===== config.mk =====
export PLATFORM = sky130hd
export DESIGN_NAME = lsmvp_div
export DESIGN_NICKNAME = d
export VERILOG_FILES = /design/src/hdl/lsmvp_pkg.sv /design/src/hdl/lsmvp_div.sv
export SDC_FILE = /design/constraint.sdc
export NUM_CORES = 1
export LEC_CHECK = 0
export BUFFER_PORTS_ARGS = -buffer_cell sky130_fd_sc_hd__buf_4
export CORE_MARGIN = 2
export CORE_UTILIZATION = 40
export CTS_CLUSTER_DIAMETER = 30
export DETAILED_ROUTE_END_ITERATION = 8
export GPL_TIMING_DRIVEN = 0
export PLACE_DENSITY = 0.63
export SYNTH_ARGS = -nofsm -noshare
export SYNTH_HDL_FRONTEND = slang
export SYNTH_SLANG_ARGS = --single-unit

===== constraint.sdc =====
create_clock -name clk_i -period 4.1 [get_ports clk_i]
set_clock_uncertainty 0.05 [all_clocks]
set_input_delay 0.205 -clock clk_i [delete_from_list [all_inputs] [get_ports clk_i]]
set_output_delay 0.205 -clock clk_i [all_outputs]
set_load 0.005 [all_outputs]

===== src/hdl/lsmvp_pkg.sv =====
// Shared constants, codes and saturation helpers for the lane segment merge block.
// Used by the iterative divider and by the top level; depends on nothing.
package lsmvp_pkg;

  localparam int DIV_NW = 64;
  localparam int DIV_DW = 48;
  localparam int Q_SHIFT = 16;
  localparam int IN_CW = 11;

  localparam logic [1:0] FUNC_SEG = 2'd0;
  localparam logic [1:0] FUNC_EOF = 2'd1;
  localparam logic [1:0] FUNC_CLR = 2'd2;

  localparam logic [2:0] REG_FRAME_WIDTH    = 3'd0;
  localparam logic [2:0] REG_FRAME_HEIGHT   = 3'd1;
  localparam logic [2:0] REG_ROI_TOP        = 3'd2;
  localparam logic [2:0] REG_SLOPE_MIN      = 3'd3;
  localparam logic [2:0] REG_SLOPE_MAX      = 3'd4;
  localparam logic [2:0] REG_INTERCEPT_GATE = 3'd5;

  function automatic logic signed [15:0] sat16(input logic signed [63:0] v);
    if (v > 64'sd32767) return 16'sh7FFF;
    if (v < -64'sd32768) return 16'sh8000;
    return v[15:0];
  endfunction

  function automatic logic signed [23:0] sat24(input logic signed [63:0] v);
    if (v > 64'sd8388607) return 24'sh7FFFFF;
    if (v < -64'sd8388608) return 24'sh800000;
    return v[23:0];
  endfunction

  function automatic logic signed [31:0] sat32(input logic signed [63:0] v);
    if (v > 64'sd2147483647) return 32'sh7FFFFFFF;
    if (v < -64'sd2147483648) return 32'sh80000000;
    return v[31:0];
  endfunction

endpackage


===== src/hdl/lsmvp_div.sv =====
// Signed restoring divider, one quotient bit per cycle, truncating toward zero.
// Depends on lsmvp_pkg for the operand widths.
module lsmvp_div (
  input  logic                                 clk_i,
  input  logic                                 rst_ni,
  input  logic                                 start_i,
  input  logic signed [lsmvp_pkg::DIV_NW-1:0]  num_i,
  input  logic signed [lsmvp_pkg::DIV_DW-1:0]  den_i,
  output logic                                 busy_o,
  output logic                                 done_o,
  output logic signed [lsmvp_pkg::DIV_NW-1:0]  quot_o
);
  import lsmvp_pkg::*;

  localparam int STEP_W = $clog2(DIV_NW);

  logic              busy_q, done_q, neg_q;
  logic [STEP_W-1:0] step_q;
  logic [DIV_NW-1:0] quo_q;
  logic [DIV_DW-1:0] rem_q, dmag_q, rem_nx;
  logic [DIV_DW:0]   rem_sh, rem_sub;
  logic              ge;

  always_comb begin
    rem_sh  = {rem_q, quo_q[DIV_NW-1]};
    rem_sub = rem_sh - {1'b0, dmag_q};
    ge      = rem_sh >= {1'b0, dmag_q};
    rem_nx  = ge ? rem_sub[DIV_DW-1:0] : rem_sh[DIV_DW-1:0];
  end

  assign busy_o = busy_q;
  assign done_o = done_q;
  assign quot_o = neg_q ? -$signed(quo_q) : $signed(quo_q);

  always_ff @(posedge clk_i or negedge rst_ni) begin
    if (!rst_ni) begin
      busy_q <= 1'b0;
      done_q <= 1'b0;
      step_q <= '0;
    end else begin
      done_q <= 1'b0;
      if (start_i) begin
        busy_q <= 1'b1;
        step_q <= '0;
      end else if (busy_q) begin
        step_q <= step_q + 1'b1;
        if (step_q == STEP_W'(DIV_NW - 1)) begin
          busy_q <= 1'b0;
          done_q <= 1'b1;
        end
      end
    end
  end

  always_ff @(posedge clk_i) begin
    if (start_i) begin
      neg_q  <= num_i[DIV_NW-1] ^ den_i[DIV_DW-1];
      quo_q  <= num_i[DIV_NW-1] ? DIV_NW'(-num_i) : DIV_NW'(num_i);
      dmag_q <= den_i[DIV_DW-1] ? DIV_DW'(-den_i) : DIV_DW'(den_i);
      rem_q  <= '0;
    end else if (busy_q) begin
      quo_q <= {quo_q[DIV_NW-2:0], ge};
      rem_q <= rem_nx;
    end
  end

endmodule

==> metrics.yaml, run 1 <==
hold_depth: 2
n_fill_cell: 3227
register_area_sq_um: 4550
reg2reg_from: "dmag_q[17]"
min_path_type: "primary input to flop"
worstHoldEndpoint: "dmag_q[37]"
synthCells: 1571
firstDrtPassIters: 5
clock_sinks: 169
pre_cts_ws_ps: -420
critPathKind: "flop to output port"
end_kind: "output port"
worst-path-max-fanout: 5
ioPinCount: 181
grt_pass1_vias: 12100
synthFlopType: "edfxtp_1"
drc: 0
cp-start-kind: "flop"
ir_drop_v: 0.000348
die_area_sq_um: 34500
cts_tree: "done"
ys_seq_area_share_pct: 34.5
io_buffers: 179
multi_input_area_sq_um: 8220
fin_crit_sh_pct: 97.4
drt_iter0_markers: 1147
antenna_found_initial: 0
post_route_cells_drive_above_1_share_pct: 15.4
synthesis.area_sq_um: 13200
leakage_nw: 6.26
r2r_cells: 13
coreArea_sq_um: 32500
cts_root_buf: "clkbuf_16"
status: "finished, final reports clean"
start_util_pct: 40.6
setup_ws_ps: 108
path_cells: "or4_4, nor3_4, buf_4, nand4_1, or2_4, nor2_4, nand4_1, or4_4, o31ai_4, xnor2_1, buf_4"
syn-num-nets: 1739
clkTransAtPathRegs_ps: 80
rsz0062_at_grt: "yes"
slowest_stage: "or4_4"
via_count: 12900
final_core_util_pct: 49.0
cts_max_path_buffers: 2
period_minus_slack_ps: 3990
grt_overflow: 0
globalplace.congestion: 0.919
grt_max_degree: 54
setup_viol: 0
powerDensity_nw_per_um2: 501
slowest_delay_ps: 590
synth_area_per_cell_sq_um: 8.41
synth.distinct_cells: 69
syn_to_final_growth_pct: 20.7
hpwl_mm: 32.8
row_count: 66
via_per_inst: 5.75
grt_pass1_wl_mm: 65.8
path_buf_inv: 2
die_w_um: 186
maxSlewHeadroom_pct: 36.9
numCtsBuffers: 17
final-max-slew-violation-count: 0
hold_viol_final: 0
synth-edff-count: 113
cp_top_family: "simple AND/OR/NAND/NOR gates"
yosysWarnings: 0
wl_mm: 43.0
maxCapViolCount: 0
async_flop_share_pct: 4.73
crit_arrival_ps: 3740
antenna_cells: 0
cp.required_ps: 3850
grtUsageTotal_pct: 24.5
rr_endpoint: "rem_q[18]"
reg2reg_slack_ps: 200
wire_per_inst_um: 19.2
cts.htree.levels: 4
min_from: "den_i[37]"
ys_seq_elements: 169
die_y_um: 186
antenna_left: 0
max_freq_mhz: 250
clock_latency_ps: 440
worst_pin_slew_ps: 934
p_total_mw: 7.99
layout.nets: 1949
[area by class of cell]
type                       count  area share (%)
clock inverter                15           0.879
timing repair buffer         195            9.33
tap                          442            3.47
multi-input combinational   1256            51.6
buffer                        72            1.88
clock buffer                  17            2.67
inverter                      70            1.65
sequential                   169            28.6
[how the worst max path moves through the flow]
stage,end,depth (start not counted),startpoint
after floorplan,dmag_q[44],9,den_i[6]
after global placement,rem_q[32],13,dmag_q[32]
after detailed placement,rem_q[32],13,dmag_q[32]
after CTS,rem_q[13],14,dmag_q[17]
after global routing,quot_o[59],11,quo_q[10]
final,quot_o[59],11,quo_q[11]
[cell usage in the layout (no fill, tap or decap), drive strengths merged, types with 7 or more instances in the layout]
cell,netlist,layout
ha,52,52
nor2,153,153
a21o,21,21
dfrtp,8,8
o21a,12,12
nand3,24,24
mux2i,7,7
o211ai,8,8
or2,13,13
xnor2,125,125
clkinv,1,8
o21ai,97,97
nand2b,15,15
o21bai,9,9
o31ai,52,52
or4,30,30
a311oi,33,33
clkbuf,65,80
edfxtp,113,113
xor2,77,77
nor3,27,27
a31oi,7,7
inv,69,75
o41ai,24,24
and3,12,12
dfxtp,48,48
a21oi,124,124
nor2b,10,10
or3,49,49
buf,11,200
nor4,12,12
nand2,169,169
nand4,19,19
[stage by stage]
step                setup TNS (ps)  instances  hold WS, ps  area [sq um]
floorplan                        0       1571         -141         13200
global placement            -12170       2192        -22.3         15100
detailed placement          -14980       2193        -20.2         15100
CTS                              0       2232        0.551         15800
global route                 -25.2       2236       0.0621         15900
finish                           0       2236         11.2         15900
[layer usage]
metal	share of wire (%)	GRT usage, %
met5	0	0
met4	2.5	8.16
met3	7.0	3.38
met2	47	41.9
met1	43	31.7
[cell families after synthesis]
| group | synth area share [%] |
|---|---|
| AND/OR/NAND/NOR | 20.8 |
| AO/OA/AOI/OAI | 21.2 |
| XOR/XNOR | 13.4 |
| flip-flops | 34.5 |
| buffers and inverters | 4.18 |
| adder cells (fa/ha/maj) | 5.08 |
| multiplexers | 0.957 |
[Yosys cell counts, types with 46 or more instances]
cell	n	area, sq um
clkbuf_1	65	244
xor2_1	77	674
or3_1	46	288
o21ai_0	96	480
inv_1	69	259
edfxtp_1	113	3390
dfxtp_1	48	961
ha_1	52	651
a21oi_1	124	621
nand2_1	169	634
xnor2_1	125	1090
nor2_1	153	574
o31ai_1	51	383
[sequential cells by signal (all words and copies together) (netlist names)]
signal	flops
quo_q	64
dmag_q	48
rem_q	48
step_q	6
busy_o	1
done_o	1
neg_q	1
[power by group]
group	leakage, nW	switching [mW]	internal, mW
combinational	4.35	2.23	1.62
sequential	1.63	0.326	2.19
clock	0.279	0.770	0.849
total	6.26	3.33	4.66
[timing repair]
item,4_1_cts,5_1_grt
hold endpoints to repair,11,0
pin swaps,4,3
setup buffers,3,8
resized for setup,23,19
hold buffers,4,0
endpoints found under the setup margin,64,49
No activity file was read; power rests on OpenSTA's default activity.
==> run 2, diff against run 1 <==
==> constraint.sdc (replaced) <==
create_clock -name clk_i -period 4.1 [get_ports clk_i]
set_clock_uncertainty 0.05 [all_clocks]
set_input_delay 0 -clock clk_i [delete_from_list [all_inputs] [get_ports clk_i]]
set_output_delay 0 -clock clk_i [all_outputs]
set_load 0.005 [all_outputs]
==> run 2 against run 1 <==
  * Final cell count up 5.5%
  * Wire length up 3.1%
  * Fmax down 0.50%
  * Sequential power about the same
  * Sequential cell count unchanged
  * Hold slack better by 76 ps
  * First-iteration DRC count up 0.96%
  * Combinational power up 3%
  * Critical endpoint is now dmag_q[47]
==> metrics.yaml, run 2 (synthesis results as in run 1) <==
cts_tree: "done"
firstDrtPassIters: 5
crit_arrival_ps: 4260
post_route_cells_drive_above_1_share_pct: 13.8
clock_latency_ps: 440
worst_pin_slew_ps: 928
die_y_um: 186
maxSlewHeadroom_pct: 37.3
placed_area_sq_um: 15100
min_path_type: "primary input to flop"
antenna_found_initial: 0
largest_reg_flops: 64
cts_max_path_buffers: 2
critPathKind: "primary input to flop"
period_minus_slack_ps: 4010
globalplace.congestion: 0.919
p_total_mw: 8.09
combPwrFrac_pct: 48.9
maxCapViolCount: 0
wire_per_inst_um: 18.8
min_from: "start_i"
wl_mm: 44.3
grt_pass1_vias: 12700
status: "finished, final reports clean"
antenna_left: 0
critPathMostFrequentCell: "or3_1"
final_cell_area_sq_um: 17200
grtUsageTotal_pct: 25.1
reg2reg_from: "dmag_q[19]"
row_count: 66
clock_sinks: 169
start_util_pct: 40.6
fin_crit_sh_pct: 97.9
path_buf_inv: 4
p_switching_mw: 3.35
pre_cts_ws_ps: -420
layout.nets: 2071
final-max-slew-violation-count: 0
antenna_cells: 0
syn_to_final_growth_pct: 29.9
via_per_inst: 5.68
via_count: 13400
die_area_sq_um: 34500
clock_power_share_pct: 20.0
hold_viol_final: 0
worst-path-max-fanout: 6
end_kind: "flop"
coreArea_sq_um: 32500
crit_start: "den_i[6]"
io_buffers: 179
die_w_um: 186
cp.required_ps: 4350
layout_common_cells: "buf_4 (184), nand2_1 (169), nor2_1 (151)"
slowest_stage: "dlygate4sd3_1"
hpwl_mm: 32.8
sequentialPowerShare_pct: 31.1
cp_top_family: "simple AND/OR/NAND/NOR gates"
cts_root_buf: "clkbuf_16"
ioPinCount: 181
cts.htree.levels: 4
regMostFlops: "quo_q"
grt_max_degree: 54
path_cells: "dlygate4sd3_1, buf_4, or4_4, or3_4, or3_1, or3_1, clkbuf_1, nand3b_1, or3_1, nor4b_1, dlygate4sd3_1"
grt_pass1_wl_mm: 67.6
grt_overflow: 0
leakage_nw: 6.76
powerDensity_nw_per_um2: 471
drt_iter0_markers: 1158
max_freq_mhz: 249
n_fill_cell: 3120
final_common_cell: "buf_4"
reg.largest.list: "quo_q (64), dmag_q (48), rem_q (48)"
slowest_delay_ps: 580
swShare_pct: 41.4
setup_ws_ps: 87.6
stdcell_count: 2358
setup_viol: 0
clkTransAtPathRegs_ps: 80
placed_cells: 2193
cp-start-kind: "primary input"
p_int_mw: 4.74
ir_drop_v: 0.000347
numCtsBuffers: 17
drc: 0
## run 2: cell count changes in the layout (fill, tap and decap cells not counted), moves of 2 or more
cell / previous run / this run
or4_1: 23 / 25
or4_4: 7 / 5
buf_4: 191 / 184
dlygate4sd3_1: 4 / 133
## run 2: final cells by class
class	count	area, sq um	area share (%)
clock inverters	15	140	0.817
inverters	70	263	1.53
plain buffers	72	300	1.75
repair buffers	317	2730	15.9
clock buffers	17	425	2.48
flip-flops and latches	169	4550	26.5
well taps	442	553	3.22
multi-input cells	1256	8190	47.8
## run 2: through the flow
step	utilization, %	setup TNS, ps	hold WS [ps]
4_1_cts	52.5	0	90.7
2_1_floorplan	-	0	-346
3_3_place_gp	46.4	-11890	-227
3_5_place_dp	46.5	-14570	-225
6_report	52.7	0	87.7
5_1_grt	52.7	-20.1	110
## run 2: per-layer routing
metal | track usage [%] | share of wire [%] | up-vias
met5 | 0 | 0 | -
met4 | 8.94 | 3.1 | 0
met3 | 3.31 | 6.8 | 80
met2 | 43.6 | 48 | 542
met1 | 32.0 | 42 | 6341
li1 | - | - | 6420
## run 2: timing repair
| item | in CTS | in global routing |
|---|---|---|
| gates resized for setup | 20 | 16 |
| pin swaps | 3 | 2 |
| hold endpoints to repair | 120 | 0 |
| endpoints found under the setup margin | 59 | 50 |
| setup buffers | 0 | 4 |
| hold buffers | 133 | 0 |
## run 2: power by group through the flow
stage	clock, mW	sequential [mW]	combinational (mW)
after global routing	1.72	2.56	4.35
after global placement	0	2.53	3.68
after CTS	1.64	2.50	3.88
after detailed placement	0	2.54	3.71
final	1.61	2.52	3.95
after floorplan	0	2.43	2.60
## run 2: worst reg2reg max path: stages (launching register included)
cell and delay, ps:
edfxtp_1 320, inv_1 40, ha_1 450, nand2_1 160
nor3_1 270, nand4_1 210, or4_1 570, o31ai_1 420
a21oi_1 140, nand2_1 150, clkbuf_2 290, buf_2 330
nand2_1 100, a311oi_1 300
## run 2: path summary, 6_finish.rpt
| path | to | slack [ps] | cells past startpoint |
|---|---|---|---|
| max reg2reg | rem_q[17] | 210 | 13 |
| min in group asynchronous | step_q[5] | 540 | 3 |
| max | dmag_q[47] | 90 | 11 |
| max in group asynchronous | done_o | 3180 | 3 |
| min reg2reg | rem_q[7] | 450 | 2 |
| min | dmag_q[32] | 90 | 1 |
